### src/tvg_pkg.sv
// Shared types, constants and the arctangent table of the turtle vector generator.
package tvg_pkg;

   localparam int FRAC_BITS    = 8;
   localparam int CORDIC_STEPS = 16;
   localparam int CORDIC_ITER  = (CORDIC_STEPS < 24) ? CORDIC_STEPS : 24;
   localparam int DEG_UNIT     = 1 << FRAC_BITS;
   localparam int DEG_11       = 11 * DEG_UNIT;
   localparam int DEG_90       = 90 * DEG_UNIT;
   localparam int DEG_180      = 180 * DEG_UNIT;
   localparam int DEG_360      = 360 * DEG_UNIT;
   localparam int SNAP_MAX     = (DEG_UNIT - 1) / 100;
   localparam int ANG_SHIFT    = 16 - FRAC_BITS;
   localparam int CORDIC_K     = 652032874;
   localparam int TRIG_ONE     = 1 << 30;

   typedef enum logic [3:0] {
      OP_FORWARD  = 4'd0,
      OP_TURN     = 4'd1,
      OP_SETHEAD  = 4'd2,
      OP_SETPOS   = 4'd3,
      OP_PENUP    = 4'd4,
      OP_PENDOWN  = 4'd5,
      OP_PENERASE = 4'd6,
      OP_PENREV   = 4'd7,
      OP_HOME     = 4'd8
   } op_type;

   typedef enum logic [2:0] {
      CSR_X_LOW   = 3'd0,
      CSR_X_HIGH  = 3'd1,
      CSR_Y_LOW   = 3'd2,
      CSR_Y_HIGH  = 3'd3,
      CSR_Y_SCALE = 3'd4
   } csr_index_type;

   typedef enum logic [1:0] {
      PEN_DRAW    = 2'd0,
      PEN_ERASE   = 2'd1,
      PEN_REVERSE = 2'd2,
      PEN_UP      = 2'd3
   } pen_kind_type;

   typedef enum logic [2:0] {
      CMD_FWD,
      CMD_TURN,
      CMD_SETH,
      CMD_SETPOS,
      CMD_PENUP,
      CMD_PENSET,
      CMD_HOME,
      CMD_NOP
   } cmd_kind_type;

   typedef struct packed {
      cmd_kind_type       kind;
      logic [1:0]         pen_kind;
      logic signed [23:0] value;
      logic signed [23:0] value_y;
   } cmd_type;

   typedef struct packed {
      logic               draw;
      logic [1:0]         pen_mode;
      logic signed [23:0] from_x;
      logic signed [23:0] from_y;
      logic signed [23:0] to_x;
      logic signed [23:0] to_y;
      logic [16:0]        heading_now;
      logic               out_of_bounds;
   } rsp_type;

   typedef enum logic [3:0] {
      ST_IDLE,
      ST_HNORM,
      ST_HRED,
      ST_HSET,
      ST_TRIG,
      ST_FOLD,
      ST_CORDIC,
      ST_SIGN,
      ST_MULS,
      ST_MULC,
      ST_MULE,
      ST_MOVE,
      ST_SCF,
      ST_SCT,
      ST_OUT
   } back_state_type;

   function automatic logic signed [24:0] atan_deg(input logic [4:0] idx);
      logic signed [24:0] r;
      case (idx)
         5'd0:    r = 25'sd2949120;
         5'd1:    r = 25'sd1740967;
         5'd2:    r = 25'sd919879;
         5'd3:    r = 25'sd466945;
         5'd4:    r = 25'sd234379;
         5'd5:    r = 25'sd117304;
         5'd6:    r = 25'sd58666;
         5'd7:    r = 25'sd29335;
         5'd8:    r = 25'sd14668;
         5'd9:    r = 25'sd7334;
         5'd10:   r = 25'sd3667;
         5'd11:   r = 25'sd1833;
         5'd12:   r = 25'sd917;
         5'd13:   r = 25'sd458;
         5'd14:   r = 25'sd229;
         5'd15:   r = 25'sd115;
         5'd16:   r = 25'sd57;
         5'd17:   r = 25'sd29;
         5'd18:   r = 25'sd14;
         5'd19:   r = 25'sd7;
         5'd20:   r = 25'sd4;
         5'd21:   r = 25'sd2;
         5'd22:   r = 25'sd1;
         default: r = 25'sd0;
      endcase
      return r;
   endfunction

endpackage

### src/tvg_queue.sv
// Four-entry command queue between the front end and the execution unit.
module tvg_queue (
   input  logic              clock,
   input  logic              reset,
   input  logic              push,
   input  tvg_pkg::cmd_type  push_cmd,
   output logic              full,
   input  logic              pop,
   output tvg_pkg::cmd_type  pop_cmd,
   output logic              empty
);
   import tvg_pkg::*;

   cmd_type    mem_ff [4];
   logic [1:0] wr_ptr_ff, wr_ptr_in;
   logic [1:0] rd_ptr_ff, rd_ptr_in;
   logic [2:0] count_ff, count_in;

   assign full    = (count_ff == 3'd4);
   assign empty   = (count_ff == 3'd0);
   assign pop_cmd = mem_ff[rd_ptr_ff];

   always_comb begin
      wr_ptr_in = push ? wr_ptr_ff + 2'd1 : wr_ptr_ff;
      rd_ptr_in = pop ? rd_ptr_ff + 2'd1 : rd_ptr_ff;
      count_in  = count_ff + {2'b00, push} - {2'b00, pop};
   end

   always_ff @(posedge clock) begin
      if (reset) begin
         wr_ptr_ff <= '0;
         rd_ptr_ff <= '0;
         count_ff  <= '0;
      end else begin
         wr_ptr_ff <= wr_ptr_in;
         rd_ptr_ff <= rd_ptr_in;
         count_ff  <= count_in;
      end
   end

   always_ff @(posedge clock) begin
      if (push) begin
         mem_ff[wr_ptr_ff] <= push_cmd;
      end
   end

endmodule

### config.mk
export PLATFORM = sky130hd
export DESIGN_NAME = tvg_queue
export DESIGN_NICKNAME = d
export VERILOG_FILES = /design/src/tvg_pkg.sv /design/src/tvg_queue.sv
export SDC_FILE = /design/constraint.sdc
export NUM_CORES = 1
export LEC_CHECK = 0
export BUFFER_PORTS_ARGS = -buffer_cell sky130_fd_sc_hd__buf_2
export CORE_MARGIN = 1.5
export CORE_UTILIZATION = 25
export DETAILED_ROUTE_END_ITERATION = 10
export MAX_ROUTING_LAYER = met4
export SKIP_CTS_REPAIR_TIMING = 1
export SLEW_MARGIN = 15
export SYNTH_ARGS = -nofsm -noshare
export SYNTH_HDL_FRONTEND = slang
export SYNTH_SLANG_ARGS = --single-unit
### constraint.sdc
create_clock -name clock -period 2.7 [get_ports clock]
set_input_delay 0.54 -clock clock [delete_from_list [all_inputs] [get_ports clock]]
set_output_delay 0.54 -clock clock [all_outputs]
set_load 0.05 [all_outputs]
### Word level (Yosys, flattened, before mapping)

Memories as Yosys holds them, arrays and structs flattened. A register that Yosys moved wholly into a read port is not among the register bits.
Cells that the tools add are included.

| cells by class | value |
|---|---|
| add/subtract/negate cells | 4 |
| equal/unequal tests | 1 |
| mux-type cells | 4 |
| reduce and logical (&&, ||, !) cells | 1 |

Operators with widths:

| kind | number |
|---|---|
| adder 2 x 1 -> 2 bit (second input constant) | 2 |
| 2-to-1 mux 2 bit | 2 |
| adder 3 x 1 -> 3 bit | 1 |
| == test 3 bit (second input constant) | 1 |
| logical NOT 3 bit | 1 |
| subtractor 3 x 1 -> 3 bit | 1 |
| 2-to-1 mux 1 bit | 2 |

| storage, ports and cells | value |
|---|---|
| flip-flop bits (word level) | 7 |
| memory bits (writable) | 212 |
| input port bits | 57 |
| output and inout port bits | 55 |
| logic and storage cells | 14 |
| memories kept | 1 |

Memory list:

| memory | depth | width | rd ports | clocked after memory_dff | wr ports | line | source |
|---|---|---|---|---|---|---|---|
| mem_ff | 4 | 53 | 1 | 1 | 1 | tvg_queue.sv:14 | `cmd_type mem_ff [4];` |

### Depth between registers and ports, before layout

| logic depth | value |
|---|---|
| word-level depth | 3 |
| depth in mapped cells | 7 |
| mapped depth without buffers | 7 |

### Least setup slack after synthesis

OpenSTA, ideal clock, no wires.

| timing path | value |
|---|---|
| path type | flip-flop to flip-flop |
| start point | register wr_ptr_ff[0] |
| end point | memory mem_ff[2][0] (netlist name), enable pin |
| library setup time | 0.416 ns |
| arrival | 1.802 ns |
| data required time | 2.284 ns |
| path slack | 0.482 ns |
| stages on the path, launching flop included | 4 |
| buffers on the path | 0 |
| clock period less this slack | 2.218 ns |
| path through | dfxtp_1 > inv_1 > ha_1 > and2_1 |

RTL lines:

| element | line | source |
|---|---|---|
| start: declaration | tvg_queue.sv:15 | `logic [1:0] wr_ptr_ff, wr_ptr_in;` |
| start signal: assignment | tvg_queue.sv:35 | `wr_ptr_ff <= wr_ptr_in;` |
| end: declaration | tvg_queue.sv:14 |  |

Straight into the memory's write port.

==> metrics.txt <==
outcome finished clean; Post-DRT Antenna Nets 0; WP data arrival 1.99 ns; cells on worst reg2reg path 7; maximum VDD drop 0.0004100 V; gr usage total under 10%; Gate Count Post-Synth 319; vias after detailed routing 3670; cts bufs inserted 24; NetSw 2.111 mW; Die Width 183.6 um; setup violators final 0; vias in the first global route 4193; Area growth, synth to finish 23.96%; Synth Area in Simple Gates 0.9211%; share of layout cells above drive strength 1 45.03%; CTS tree yes; Synth area leader edfxtp_1; Via-to-Cell Ratio between 4 and 5; Worst Setup Start Kind flip-flop; Pre-Repair DR Iteration Count 4; global-route wire length before repair 23.98 mm; P_leak 3.378 nW; Nets 520; worst r2r src count_ff[0]; final period utilization 93.75%; mux cell area share after synthesis roughly 15%; Slew Viols, Final 0; # clock sinks 221; Die Ht 183.6 um; Clk Latency, worst-skew pair 0.51 ns; final hold vios 0; Compound-Gate Fraction of Synth Area 0.1842%; largest net degree at the start of global routing 30; GPL Wtd Cong 0.6603; Die ar. around 0.034 sq mm; RR Endpoint count_ff[2]; post-synthesis xor/xnor area fraction 0.5066%; Fmax 395.0 MHz; synthesis warning total 0; CTS root buffer clkbuf_16; critical path capture point type output pin; initial antenna violation count 1; total negative slack 0 ns; Yosys reg bits between 200 and 250; largest family of logic cells by synthesized area multiplexers; Int Power 6.375 mW; Synthesized Nets around 380; Post-Route Skew 0.006758 ns; combinational share of power 13.7%; worst hold path class in -> reg; RSZ-0062 raised after global routing false; Initial DRC Count 210; number of core rows 65; Period minus WS final 2.531 ns; H-Tree Depth 1; IO Port Bufs 111; hold path endpoint mem_ff[0][10]; critical path data required time 2.16 ns; worst slew pin tran between 0.4 and 0.5 ns; top-area cell type share of the netlist area 78.11%; Initial Util about 26%; fraction of the mapped netlist area in adder cells 1.167%; DR WL/cell roughly 17 um; Core ar. 0.03180 sq mm; sequential area share after synthesis 80.32%; clock network power share 39.4%; slew margin rel. a little under three quarters; DP Area 0.009290 sq mm; CP Max Fanout 29; Routed WL approximately 15 mm; Syn Std Cell Area 0.008150 sq mm; critical path class reg -> out; I/O pin cnt 112; number of flops mapped to enable cells by yosys around 210; worst hold start push_cmd[10]; CTS clk-pin slew, worst paths 0.06 ns; DP Wirelength 9.856 mm; drt drc 0; design area 0.01010 sq mm; WHS Path Cells 1; FF-to-FF setup slack 0.93 ns; Synth cell types 22; largest cells by area after synthesis edfxtp_1, mux4_2, dfxtp_1; total of max-cap violations 0; ys async rst share 0%; Synth Area per Inst 25.55 sq um; pwr/cell area 839.9 mW/mm^2; CTS Buffer Depth 3; Sw Share 24.87%; Sequential Power Share 47.0%; Synth Flop Type edfxtp_1; global route overflow 0
## cell usage after synthesis, types with 2 or more instances
master	number
mux4_1	3
buf_12	5
and2_1	4
edfxtp_1	212
dfxtp_1	9
xnor2_1	2
inv_1	6
nor2b_1	2
buf_2	5
nor2_1	5
ha_1	6
mux4_2	50
## cell usage in the layout, fill, tap and decap left out
cell and instances:
edfxtp_1 212, clkbuf_16 25, nor3_1 1, nand3b_1 1, bufinv_16 4, diode_2 1
and2_4 4, mux4_2 50, dfxtp_4 1, a21oi_1 1, mux4_1 3, fa_1 1
mux2i_1 1, clkinv_1 6, ha_1 6, nor2b_1 2, a21bo_2 1, dfxtp_1 7
clkinv_2 2, buf_12 6, xnor2_1 2, and3_1 1, buf_2 111, buf_4 6
inv_6 1, xor3_1 1, inv_1 6, clkbuf_1 4, dfxtp_2 1, clkinv_4 1
nor2_1 5
## critical path, cell delays in order (launching register included)
cell and delay (ns):
dfxtp_4 0.37, buf_12 0.24, mux4_1 0.64, buf_2 0.24
## per-stage QoR
stage | hold WS, ns | worst slack (ns) | instances | total power, mW | utilization, %
2_1_floorplan | 0.4918 | 0.4823 | 319 | 4.932 | -
3_5_place_dp | 0.5528 | 0.6338 | 865 | 5.244 | 29.22
4_1_cts | 0.2159 | 0.1083 | 908 | 8.618 | 31.76
5_1_grt | 0.2165 | 0.07350 | 909 | 8.811 | 31.77
6_report | 0.2470 | 0.1687 | 909 | 8.486 | 31.77
3_3_place_gp | 0.5178 | 0.6387 | 865 | 5.213 | 29.22
## power by group through the flow
| stage | registers, mW | clock network [mW] | logic (mW) |
|---|---|---|---|
| 2_1_floorplan | 4.05 | 0 | 0.883 |
| 3_3_place_gp | 4.05 | 0 | 1.17 |
| 3_5_place_dp | 4.06 | 0 | 1.18 |
| 4_1_cts | 3.99 | 3.44 | 1.19 |
| 5_1_grt | 4.00 | 3.58 | 1.24 |
| 6_report | 3.99 | 3.34 | 1.16 |
## how the worst max path moves through the flow
stage / to / slack (ns)
CTS: pop_cmd[49] / 0.11
finish: pop_cmd[49] / 0.17
floorplan: mem_ff[2][0] / 0.48
detailed placement: count_ff[2] / 0.63
global placement: count_ff[2] / 0.64
global route: pop_cmd[49] / 0.07
## area by class of cell
cell class | instances | area (sq um)
multi-input cells | 80 | 1451
clock buffers | 29 | 640.6
diodes | 1 | 2.502
well taps | 435 | 544.3
clock inverters | 14 | 170.2
inverters | 6 | 22.52
repair buffers | 123 | 720.7
flip-flops and latches | 221 | 6551
fillers | 3029 | 21700
## logic make-up after synthesis
| kind of cell | count (synthesis) |
|---|---|
| DFF | 221 |
| muxes | 54 |
| buffers and inverters | 18 |
| and+or+nand+nor | 14 |
| adders and majority gates | 7 |
| xor gates and xnor gates | 3 |
| AOI/OAI and AO/OA | 2 |
## sequential cells by signal (all words and copies together) (netlist names), named ones only
register / flops
mem_ff: 212
count_ff: 3
wr_ptr_ff: 2
rd_ptr_ff: 2
## layer usage
layer	global-route usage, %	vias up	wire length, um	part of all wire, %
met5	-	-	0	0
met3	2.120	26	811	5.3
met1	11.28	1935	6214	40
li1	-	1625	-	-
met4	2.951	0	333	2.2
met2	16.48	84	8059	52
Power figures use the tool's default switching activity.
