File: config.mk
export PLATFORM = sky130hd
export DESIGN_NAME = tvg_front
export DESIGN_NICKNAME = d
export VERILOG_FILES = /design/src/tvg_pkg.sv /design/src/tvg_front.sv
export SDC_FILE = /design/constraint.sdc
export NUM_CORES = 1
export LEC_CHECK = 0
export ABC_AREA = 1
export BUFFER_PORTS_ARGS = -buffer_cell sky130_fd_sc_hd__buf_4
export CAP_MARGIN = 20
export CORE_MARGIN = 10
export CORE_UTILIZATION = 22
export DETAILED_ROUTE_END_ITERATION = 8
export PLACE_DENSITY = 0.85
export SLEW_MARGIN = 20
export SYNTH_ARGS = -nofsm -noshare
export SYNTH_HDL_FRONTEND = slang
export SYNTH_SLANG_ARGS = --single-unit
File: constraint.sdc
create_clock -name vclk -period 0.8
set_input_delay 0.16 -clock vclk [all_inputs]
set_output_delay 0.16 -clock vclk [all_outputs]
set_load 0.005 [all_outputs]
File: src/tvg_pkg.sv
// Shared types, constants and the arctangent table of the turtle vector generator.
package tvg_pkg;

   localparam int FRAC_BITS    = 8;
   localparam int CORDIC_STEPS = 16;
   localparam int CORDIC_ITER  = (CORDIC_STEPS < 24) ? CORDIC_STEPS : 24;
   localparam int DEG_UNIT     = 1 << FRAC_BITS;
   localparam int DEG_11       = 11 * DEG_UNIT;
   localparam int DEG_90       = 90 * DEG_UNIT;
   localparam int DEG_180      = 180 * DEG_UNIT;
   localparam int DEG_360      = 360 * DEG_UNIT;
   localparam int SNAP_MAX     = (DEG_UNIT - 1) / 100;
   localparam int ANG_SHIFT    = 16 - FRAC_BITS;
   localparam int CORDIC_K     = 652032874;
   localparam int TRIG_ONE     = 1 << 30;

   typedef enum logic [3:0] {
      OP_FORWARD  = 4'd0,
      OP_TURN     = 4'd1,
      OP_SETHEAD  = 4'd2,
      OP_SETPOS   = 4'd3,
      OP_PENUP    = 4'd4,
      OP_PENDOWN  = 4'd5,
      OP_PENERASE = 4'd6,
      OP_PENREV   = 4'd7,
      OP_HOME     = 4'd8
   } op_type;

   typedef enum logic [2:0] {
      CSR_X_LOW   = 3'd0,
      CSR_X_HIGH  = 3'd1,
      CSR_Y_LOW   = 3'd2,
      CSR_Y_HIGH  = 3'd3,
      CSR_Y_SCALE = 3'd4
   } csr_index_type;

   typedef enum logic [1:0] {
      PEN_DRAW    = 2'd0,
      PEN_ERASE   = 2'd1,
      PEN_REVERSE = 2'd2,
      PEN_UP      = 2'd3
   } pen_kind_type;

   typedef enum logic [2:0] {
      CMD_FWD,
      CMD_TURN,
      CMD_SETH,
      CMD_SETPOS,
      CMD_PENUP,
      CMD_PENSET,
      CMD_HOME,
      CMD_NOP
   } cmd_kind_type;

   typedef struct packed {
      cmd_kind_type       kind;
      logic [1:0]         pen_kind;
      logic signed [23:0] value;
      logic signed [23:0] value_y;
   } cmd_type;

   typedef struct packed {
      logic               draw;
      logic [1:0]         pen_mode;
      logic signed [23:0] from_x;
      logic signed [23:0] from_y;
      logic signed [23:0] to_x;
      logic signed [23:0] to_y;
      logic [16:0]        heading_now;
      logic               out_of_bounds;
   } rsp_type;

   typedef enum logic [3:0] {
      ST_IDLE,
      ST_HNORM,
      ST_HRED,
      ST_HSET,
      ST_TRIG,
      ST_FOLD,
      ST_CORDIC,
      ST_SIGN,
      ST_MULS,
      ST_MULC,
      ST_MULE,
      ST_MOVE,
      ST_SCF,
      ST_SCT,
      ST_OUT
   } back_state_type;

   function automatic logic signed [24:0] atan_deg(input logic [4:0] idx);
      logic signed [24:0] r;
      case (idx)
         5'd0:    r = 25'sd2949120;
         5'd1:    r = 25'sd1740967;
         5'd2:    r = 25'sd919879;
         5'd3:    r = 25'sd466945;
         5'd4:    r = 25'sd234379;
         5'd5:    r = 25'sd117304;
         5'd6:    r = 25'sd58666;
         5'd7:    r = 25'sd29335;
         5'd8:    r = 25'sd14668;
         5'd9:    r = 25'sd7334;
         5'd10:   r = 25'sd3667;
         5'd11:   r = 25'sd1833;
         5'd12:   r = 25'sd917;
         5'd13:   r = 25'sd458;
         5'd14:   r = 25'sd229;
         5'd15:   r = 25'sd115;
         5'd16:   r = 25'sd57;
         5'd17:   r = 25'sd29;
         5'd18:   r = 25'sd14;
         5'd19:   r = 25'sd7;
         5'd20:   r = 25'sd4;
         5'd21:   r = 25'sd2;
         5'd22:   r = 25'sd1;
         default: r = 25'sd0;
      endcase
      return r;
   endfunction

endpackage

File: src/tvg_front.sv
// Command front end: accepts request transfers and decodes them into queue entries.
module tvg_front (
   input  logic              req_tvalid,
   output logic              req_tready,
   input  logic [55:0]       req_tdata,
   input  logic              q_full,
   output logic              q_push,
   output tvg_pkg::cmd_type  q_cmd
);
   import tvg_pkg::*;

   op_type op;

   assign op         = op_type'(req_tdata[3:0]);
   assign req_tready = !q_full;
   assign q_push     = req_tvalid && !q_full;

   always_comb begin
      q_cmd.value    = req_tdata[27:4];
      q_cmd.value_y  = req_tdata[51:28];
      q_cmd.pen_kind = PEN_DRAW;
      case (op)
         OP_FORWARD:  q_cmd.kind = CMD_FWD;
         OP_TURN:     q_cmd.kind = CMD_TURN;
         OP_SETHEAD:  q_cmd.kind = CMD_SETH;
         OP_SETPOS:   q_cmd.kind = CMD_SETPOS;
         OP_PENUP:    q_cmd.kind = CMD_PENUP;
         OP_PENDOWN:  q_cmd.kind = CMD_PENSET;
         OP_PENERASE: begin
            q_cmd.kind     = CMD_PENSET;
            q_cmd.pen_kind = PEN_ERASE;
         end
         OP_PENREV: begin
            q_cmd.kind     = CMD_PENSET;
            q_cmd.pen_kind = PEN_REVERSE;
         end
         OP_HOME:     q_cmd.kind = CMD_HOME;
         default:     q_cmd.kind = CMD_NOP;
      endcase
   end

endmodule

* Word level (Yosys, flattened, before mapping)
Cells that the tools add are included.
** Word-level totals
- Flip-flop bits (word level) :: 0
- Latch bits :: 0
- Bits in writable memories :: 0
- ROM bits :: 0
- Logic and storage cells :: 14
- Memories :: 0
** Cells by class
- Add/subtract/negate cells :: 0
- Multiply operators :: 0
- Div/mod/pow operators :: 0
- Order comparisons :: 0
- Eq/ne operators :: 8
- Shift operators :: 0
- Muxes and demuxes :: 2
- Bitwise gates (word level) :: 0
- Reduce and logical (&&, ||, !) cells :: 4
** Operator list (number)
- 3-bit one-hot mux with 7 select lines :: 1
- 4-bit by 3-bit equality test with 1-bit output, second input constant :: 4
- 4-bit by 2-bit equality test with 1-bit output, second input constant :: 2
- 4-bit by 1-bit equality test with 1-bit output, second input constant :: 1
- 4-bit equality test, second input constant :: 1
- 4-bit logical NOT :: 1
- 2-bit one-hot mux with 2 select lines :: 1
- 3-bit OR reduction :: 1
- 1-bit logical AND :: 1
- 1-bit logical NOT :: 1

* Depth between registers and ports, before layout
Gate-level depths: netlist (run 1).
- Depth after elaboration :: 3
- Gate-level depth with buffers :: 5
- Mapped depth without buffers :: 5

* Least setup slack after synthesis (run 1)
OpenSTA, ideal clock, no wires.
- Path kind :: input -> output
- From :: input req_tdata[3]
- To :: output q_cmd[50] (netlist bit)
- Arrival time :: 421 ps
- Path slack :: 219 ps
- Stages on the path :: 5
- Cells stage by stage :: inv_2 nand3_2 nand2_1 inv_1 nand2_1
** RTL lines
- start: declaration :: RTL line tvg_front.sv:5 : input logic [55:0] req_tdata,
- end: declaration :: RTL line tvg_front.sv:8 : output tvg_pkg::cmd_type q_cmd

==> run summary, run 1 <==
Status -> completed
VDD IR-drop max -> 0.0791 mV
FFs & Latches -> 0
Tot Pwr -> 0.126 mW
Slew Viols, Final -> 0
Min Tclk post-route -> 0.789 ns
Post-Syn Instances -> 66
Fillers -> 232
Crit Path Class -> in2out
Final hold viol count -> 0
Crit path buffers/inverters -> 4
Arr. time, crit path -> 0.63 ns
Syn_area_per_cell -> 6.62 um^2
First-pass GRT wire length -> 1220 um
Yosys warns -> 0
Routed WL -> 903 um
Most Frequent Cell on Critical Path -> nand2_2
Sequential-to-total area share from yosys stat -> 0%
Worst EP required -> 0.64 ns
PwrDens -> 454 mW/mm^2
Die extent in x -> 64.6 um
Util after Layout -> 14.4%
Crit path from -> req_tdata[3]
Share of cells above drive strength 1 -> 76.5%
DRC viols -> 0
Vias in the first global route -> 249
Yosys cell types -> 8
Critical Path End Type -> primary output
Crit-path max FO -> 4
Core area -> 0.00192 mm^2
Hold Slack -> 0.320 ns
DP Wirelength -> 673 um
Drt wl/cell -> 14.8 um
Mapped Nets -> 124
Min-delay src -> req_tdata[13]
Initial antenna violation count -> 0
Min-delay worst type -> in2out
Routability cong. -> 0.746
Vias -> 244
GR Overflow Total -> 0
Vias per cell -> 4.00
# IOs -> 113
Critical Path Start Type -> primary input
Nets@finish -> 94
LEAKAGE -> 0.144 nW
Rel. slew slack -> 89.6%
Initial Util -> 22.7%
Area occupied by registers -> 0 um^2
Critical Path Max Stage Delay -> 0.11 ns
1st-pass router iterations -> 2
Worst path cell trace -> buf_8 -> inv_6 -> nand3_4 -> nand2_2 -> inv_2 -> nand2_2 -> buf_6
Largest net degree at the start of global routing -> 5
Slowest-stage cell, CP -> buf_8
Post-DRT Antenna Nets -> 0
Final clock period utilization by the worst path -> 98.7%
# hold bufs at CTS -> 0
Die Height -> 64.6 um
Die footprint -> 0.00417 mm^2
Max Fclk -> 1270 MHz
RSZ-0062 raised after global routing -> yes
Most frequent cells in the layout -> 12 x buf_4, 3 x nor2_1, 3 x nand2_2, 3 x inv_2, 3 x buf_6
Cell row count -> 16
GRT Total Usage -> 3.43%
Area delta synth->final -> -36.7%
# setup viols final -> 0
Delay-heaviest family, CP -> buffers and inverters
Mapped Area -> 437 um^2
Measured slew at the worst slew-check pin -> 0.155 ns
# port buffers -> 13
Drt initial violations -> 10
# clk buffers -> 0
Commonest non-fill, non-tap cell in the layout -> buf_4
Max-cap violations -> 0
ANT cells -> 0
-- logic make-up (layout without fill, tap and decap cells) --
kind of cell           count (synthesis)  count (layout)  share of synthesized area, %
buffers and inverters                 55              23                          88.5
and+or+nand+nor                       10              10                          10.3
AOI/OAI and AO/OA                      1               1                          1.15
-- per-layer routing --
layer  wire length, um  GRT usage [%]
met1               165           2.02
met4               123           5.88
met3               245           4.12
met2               368           3.94
met5                 0              0
-- report_power, final --
group / internal [mW] / switching [mW]
combinational: 0.0738 / 0.0518
clock: 0 / 0
sequential: 0 / 0
-- final cells by class --
type,instances,area (um^2),share of cell area (%)
inverters,7,33.8,12.2
well taps,27,33.8,12.2
repair buffers,16,139,50.2
multi-input cells,11,70.1,25.3
-- worst paths after layout --
path,cells after the start,slack [ns],end
worst max-delay path,7,0.01,q_cmd[50]
worst min-delay path,0,0.32,q_cmd[33]
-- Yosys cell counts --
cell type | number | area, um^2
buf_4 | 48 | 360
inv_1 | 6 | 22.5
inv_2 | 1 | 3.75
nand2_1 | 5 | 18.8
nand3_1 | 1 | 5.00
nand3_2 | 1 | 10.0
nor2_1 | 3 | 11.3
o21ai_0 | 1 | 5.00
-- through the flow --
| step | setup TNS (ns) | setup WS [ns] | instances | cell area [um^2] |
|---|---|---|---|---|
| finish | 0 | 0.0105 | 61 | 277 |
| global route | -0.0243 | -0.0173 | 61 | 277 |
| CTS | -0.00964 | -0.00964 | 60 | 233 |
| detailed placement | -0.0581 | -0.0394 | 59 | 215 |
| global placement | -0.0389 | -0.0367 | 59 | 215 |
| floorplan | 0 | 0.219 | 66 | 437 |
-- repair_timing --
action                                  in CTS  in global routing
resized for setup                            4                 13
pin swaps                                    1                  4
endpoints found under the setup margin       2                  3
buffers inserted                             1                  1
No activity file was read; power rests on OpenSTA's default activity.
==> run 2: changes to the inputs <==
Settings changed: CORE_MARGIN 10 to default.
==> run summary, run 2 (synthesis gave the netlist of run 1 again) <==
Status -> completed
Most frequent cells in the layout -> 11 x buf_4, 4 x nand2_1, 3 x nor2_1, 3 x inv_1, 3 x inv_2
PwrDens -> 444 mW/mm^2 (-2.4%)
Vias per cell -> 3.95 (-1.3%)
Max-cap violations -> 0 (unchanged)
Vias -> 225 (-7.8%)
Vias in the first global route -> 212 (-15%)
Drt initial violations -> 0 (-10)
VDD IR-drop max -> 0.0739 mV (-6.6%)
Worst EP required -> 0.64 ns (about the same)
# setup viols final -> 0 (unchanged)
Cell row count -> 15 (-1)
Non-filler cells, final -> 57 (-6.6%)
LEAKAGE -> 0.133 nW (-7.5%)
Area delta synth->final -> -43.3%
Inst Count DP -> 56 (-5.1%)
Die footprint -> 0.00217 mm^2 (-48%)
Routed WL -> 763 um (-16%)
RSZ-0062 raised after global routing -> yes
Largest net degree at the start of global routing -> 5 (unchanged)
ANT cells -> 0 (unchanged)
P_sw -> 0.0466 mW (-10%)
GR Overflow Total -> 0 (unchanged)
Clk pwr share -> 0% (unchanged)
Share of cells above drive strength 1 -> 65.6% (-11 points)
Drt wl/cell -> 13.4 um (-9.6%)
Hold Path Stages -> 0 (unchanged)
Routability cong. -> 0.424 (-43%)
Area occupied by registers -> 0 um^2 (unchanged)
Fillers -> 208 (-10%)
Power Internal -> 0.0633 mW (-14%)
Core area -> 0.00180 mm^2 (-6.2%)
1st-pass router iterations -> 1 (-1)
DRC viols -> 0 (unchanged)
Post-DRT Antenna Nets -> 0 (unchanged)
Hold Path End -> q_cmd[44]
Min-delay src -> req_tdata[24]
Die Height -> 46.6 um (-28%)
Critical Path End Type -> primary output
Slew Viols, Final -> 0 (unchanged)
Switching Share -> 42.4% (+1.2 points)
Max Fclk -> 1270 MHz (+0.55%)
Final clock period utilization by the worst path -> 98.1% (-0.54 points)
Comb power frac -> 100.0% (about the same)
Measured slew at the worst slew-check pin -> 0.139 ns (-0.0159 ns)
Crit Path Class -> in2out
Final hold viol count -> 0 (unchanged)
Initial antenna violation count -> 0 (unchanged)
# port buffers -> 13 (unchanged)
Die extent in x -> 46.6 um (-28%)
Rel. slew slack -> 90.7% (+1.1 points)
Critical Path Start Type -> primary input
Hold Slack -> 0.320 ns (unchanged)
Min Tclk post-route -> 0.785 ns (-0.00431 ns)
FFs & Latches -> 0 (unchanged)
Nets@finish -> 92 (-2.1%)
Sequential Power Share -> 0% (unchanged)
DP Wirelength -> 592 um (-12%)
GRT Total Usage -> 5.98% (+2.5 points)
Crit-path max FO -> 4 (unchanged)
Arr. time, crit path -> 0.63 ns (about the same)
# clk buffers -> 0 (unchanged)
Min-delay worst type -> in2out
# IOs -> 113 (unchanged)
Commonest non-fill, non-tap cell in the layout -> buf_4
First-pass GRT wire length -> 903 um (-26%)
Initial Util -> 24.2% (+1.5 points)
-- run 2: power groups by stage --
stage	Clock, mW	Combinational [mW]	Sequential (mW)
2_1_floorplan	0	0.221	0
3_3_place_gp	0	0.0810	0
3_5_place_dp	0	0.0858	0
4_1_cts	0	0.107	0
5_1_grt	0	0.119	0
6_report	0	0.110	0
-- run 2: worst max-delay path by stage --
stage                     cells after the start  slack [ns]          from         to
after floorplan                               5        0.22  req_tdata[3]  q_cmd[50]
after global placement                        7       -0.01  req_tdata[3]  q_cmd[50]
after detailed placement                      7       -0.05  req_tdata[3]  q_cmd[50]
after CTS                                     7       0.001  req_tdata[3]  q_cmd[50]
after global routing                          5      -0.008  req_tdata[3]  q_cmd[48]
final                                         7        0.01  req_tdata[3]  q_cmd[50]
-- run 2: critical path: stages --
cell and delay, ns:
buf_8 0.10, inv_6 0.05, nand3_4 0.06, nand2_2 0.06
inv_1 0.03, nand2_1 0.05, buf_4 0.10
-- run 2: metal layers --
metal,GRT usage (%),wire length [um]
met4,12.9,137
met3,5.10,155
met5,0,0
met1,0.460,154
met2,10.6,315
-- run 2: through the flow --
stage	setup WS (ns)	util, %	cell area, um^2	setup TNS [ns]	power [mW]
6_report	0.0148	13.8	248	0	0.110
5_1_grt	-0.00830	13.8	248	-0.0161	0.119
4_1_cts	0.00107	13.6	245	0	0.107
3_5_place_dp	-0.0486	11.4	205	-0.0755	0.0858
3_3_place_gp	-0.0120	11.4	205	-0.0120	0.0810
2_1_floorplan	0.219	-	437	0	0.221
-- run 2: repair_timing --
| action | 4_1_cts | 5_1_grt |
|---|---|---|
| buffers inserted | 1 | 0 |
| gates resized for setup | 11 | 1 |
| hold endpoints to repair | 0 | 0 |
| hold buffers | 0 | 0 |
| pin swaps | 4 | 2 |
| setup endpoints to repair | 3 | 2 |
-- run 2: layout make-up --
class	count	area (um^2)	share of cell area [%]
inverters	7	31.3	12.6
multi-input cells	11	65.1	26.3
well taps	25	31.3	12.6
repair buffers	14	120	48.5
==> run 3: changes to the inputs <==
Settings changed: CORE_MARGIN from default to 2.
==> run summary, run 3 (synthesis gave the netlist of run 1 again) <==
Status -> completed
Final clock period utilization by the worst path -> 99.6% (+1.4 points)
FFs & Latches -> 0 (unchanged)
Power Internal -> 0.0548 mW (-13%)
Measured slew at the worst slew-check pin -> 0.167 ns (+0.0284 ns)
Min Tclk post-route -> 0.797 ns (+0.0114 ns)
Crit path from -> req_tdata[2]
Nets@finish -> 92 (unchanged)
Vias -> 209 (-7.1%)
1st-pass router iterations -> 2 (+1)
Cell row count -> 16 (+1)
GRT Total Usage -> 4.80% (-1.2 points)
Vias in the first global route -> 207 (-2.4%)
Placed Area -> 215 um^2 (+4.9%)
PwrDens -> 416 mW/mm^2 (-6.2%)
Max-cap violations -> 0 (unchanged)
Share of cells above drive strength 1 -> 59.4% (-6.3 points)
Switching Share -> 40.5% (-2.0 points)
P_sw -> 0.0373 mW (-20%)
Initial Util -> 22.7% (-1.5 points)
DRC viols -> 0 (unchanged)
Largest net degree at the start of global routing -> 5 (unchanged)
ANT cells -> 0 (unchanged)
Hold Slack -> 0.320 ns (unchanged)
Crit path capture -> q_cmd[50]
Area occupied by registers -> 0 um^2 (unchanged)
Crit Path Class -> in2out
Arr. time, crit path -> 0.64 ns (about the same)
Metal-1 WL -> 117 um (-24%)
Top layer used by detailed routing -> met4
Die footprint -> 0.00236 mm^2 (+8.8%)
Initial antenna violation count -> 0 (unchanged)
DP Wirelength -> 556 um (-6.2%)
Rel. slew slack -> 88.7% (-1.9 points)
Vias per cell -> 3.54 (-10%)
GR Overflow Total -> 0 (unchanged)
Critical Path End Type -> primary output
# clk buffers -> 0 (unchanged)
Drt initial violations -> 1 (+1)
Worst EP required -> 0.64 ns (about the same)
# setup viols final -> 0 (unchanged)
LEAKAGE -> 0.128 nW (-4.0%)
Crit-path max FO -> 3 (-1)
First-pass GRT wire length -> 924 um (+2.3%)
Comb power frac -> 100.0% (about the same)
Critical Path Start Type -> primary input
DR WL met3 -> 210 um (+35%)
Drt wl/cell -> 11.4 um (-15%)
Sequential Power Share -> 0% (unchanged)
RSZ-0062 raised after global routing -> yes
Final hold viol count -> 0 (unchanged)
Min-delay worst type -> in2out
Post-DRT Antenna Nets -> 0 (unchanged)
Clk pwr share -> 0% (unchanged)
Routability cong. -> 0.578 (+36%)
Commonest non-fill, non-tap cell in the layout -> buf_4
VDD IR-drop max -> 0.0814 mV (+10%)
# hold bufs at CTS -> 0 (unchanged)
# port buffers -> 13 (unchanged)
Fin area -> 221 um^2 (-11%)
Tot Pwr -> 0.0921 mW (-16%)
Area delta synth->final -> -49.3%
Max Fclk -> 1260 MHz (-1.4%)
Most frequent cells in the layout -> 13 x buf_4, 5 x nand2_1, 3 x nor2_1, 3 x inv_1, 3 x inv_2
Die Height -> 48.6 um (+4.3%)
# IOs -> 113 (unchanged)
Util after Layout -> 11.5% (-2.2 points)
Die extent in x -> 48.6 um (+4.3%)
Min-delay src -> req_tdata[50]
Met2 routed WL -> 228 um (-28%)
Routed WL -> 671 um (-12%)
Slew Viols, Final -> 0 (unchanged)
Core area -> 0.00192 mm^2 (+6.7%)
run 3: cell counts in the layout (fill, tap and decap cells not counted):
Identical to the previous run, type by type.
run 3: layout make-up:
type	count	area [um^2]
Inverter	7	28.8
Multi-Input combinational cell	11	50.0
Timing Repair Buffer	14	109
Tap cell	27	33.8
Fill cell	231	1700
run 3: power by group through the flow:
stage | clock, mW | combinational [mW] | sequential, mW
2_1_floorplan | 0 | 0.221 | 0
3_3_place_gp | 0 | 0.0854 | 0
3_5_place_dp | 0 | 0.0878 | 0
4_1_cts | 0 | 0.0925 | 0
5_1_grt | 0 | 0.102 | 0
6_report | 0 | 0.0921 | 0
run 3: metal layers:
metal  vias up  track usage (%)
met5         -                0
met4         0             9.52
met3        24             5.86
met2        39             6.25
met1        68             1.50
li1         78                -
run 3: timing repair:
| action | CTS | global route |
|---|---|---|
| setup buffers | 0 | 0 |
| pin swaps | 1 | 1 |
| setup endpoints to repair | 2 | 3 |
| resized for setup | 4 | 1 |
run 3: worst min path at each step:
stage,endpoint,cells after the start
final,q_cmd[22],0
after CTS,q_cmd[15],0
after floorplan,req_tready,1
after global routing,q_cmd[33],0
after detailed placement,q_cmd[15],0
after global placement,q_cmd[15],0
run 3: worst max-delay path, stage by stage:
cell and delay [ns]:
buf_4 0.12, inv_2 0.05, nand3_1 0.07, nand2_1 0.06, nand2_1 0.05, buf_4 0.12
run 3: metrics by stage:
step / TNS, ns / instances / setup WS, ns
2_1_floorplan: 0 / 66 / 0.219
3_3_place_gp: -0.0322 / 59 / -0.0322
3_5_place_dp: -0.0461 / 59 / -0.0288
4_1_cts: 0 / 59 / 0.00256
5_1_grt: -0.0833 / 59 / -0.0295
6_report: 0 / 59 / 0.00345
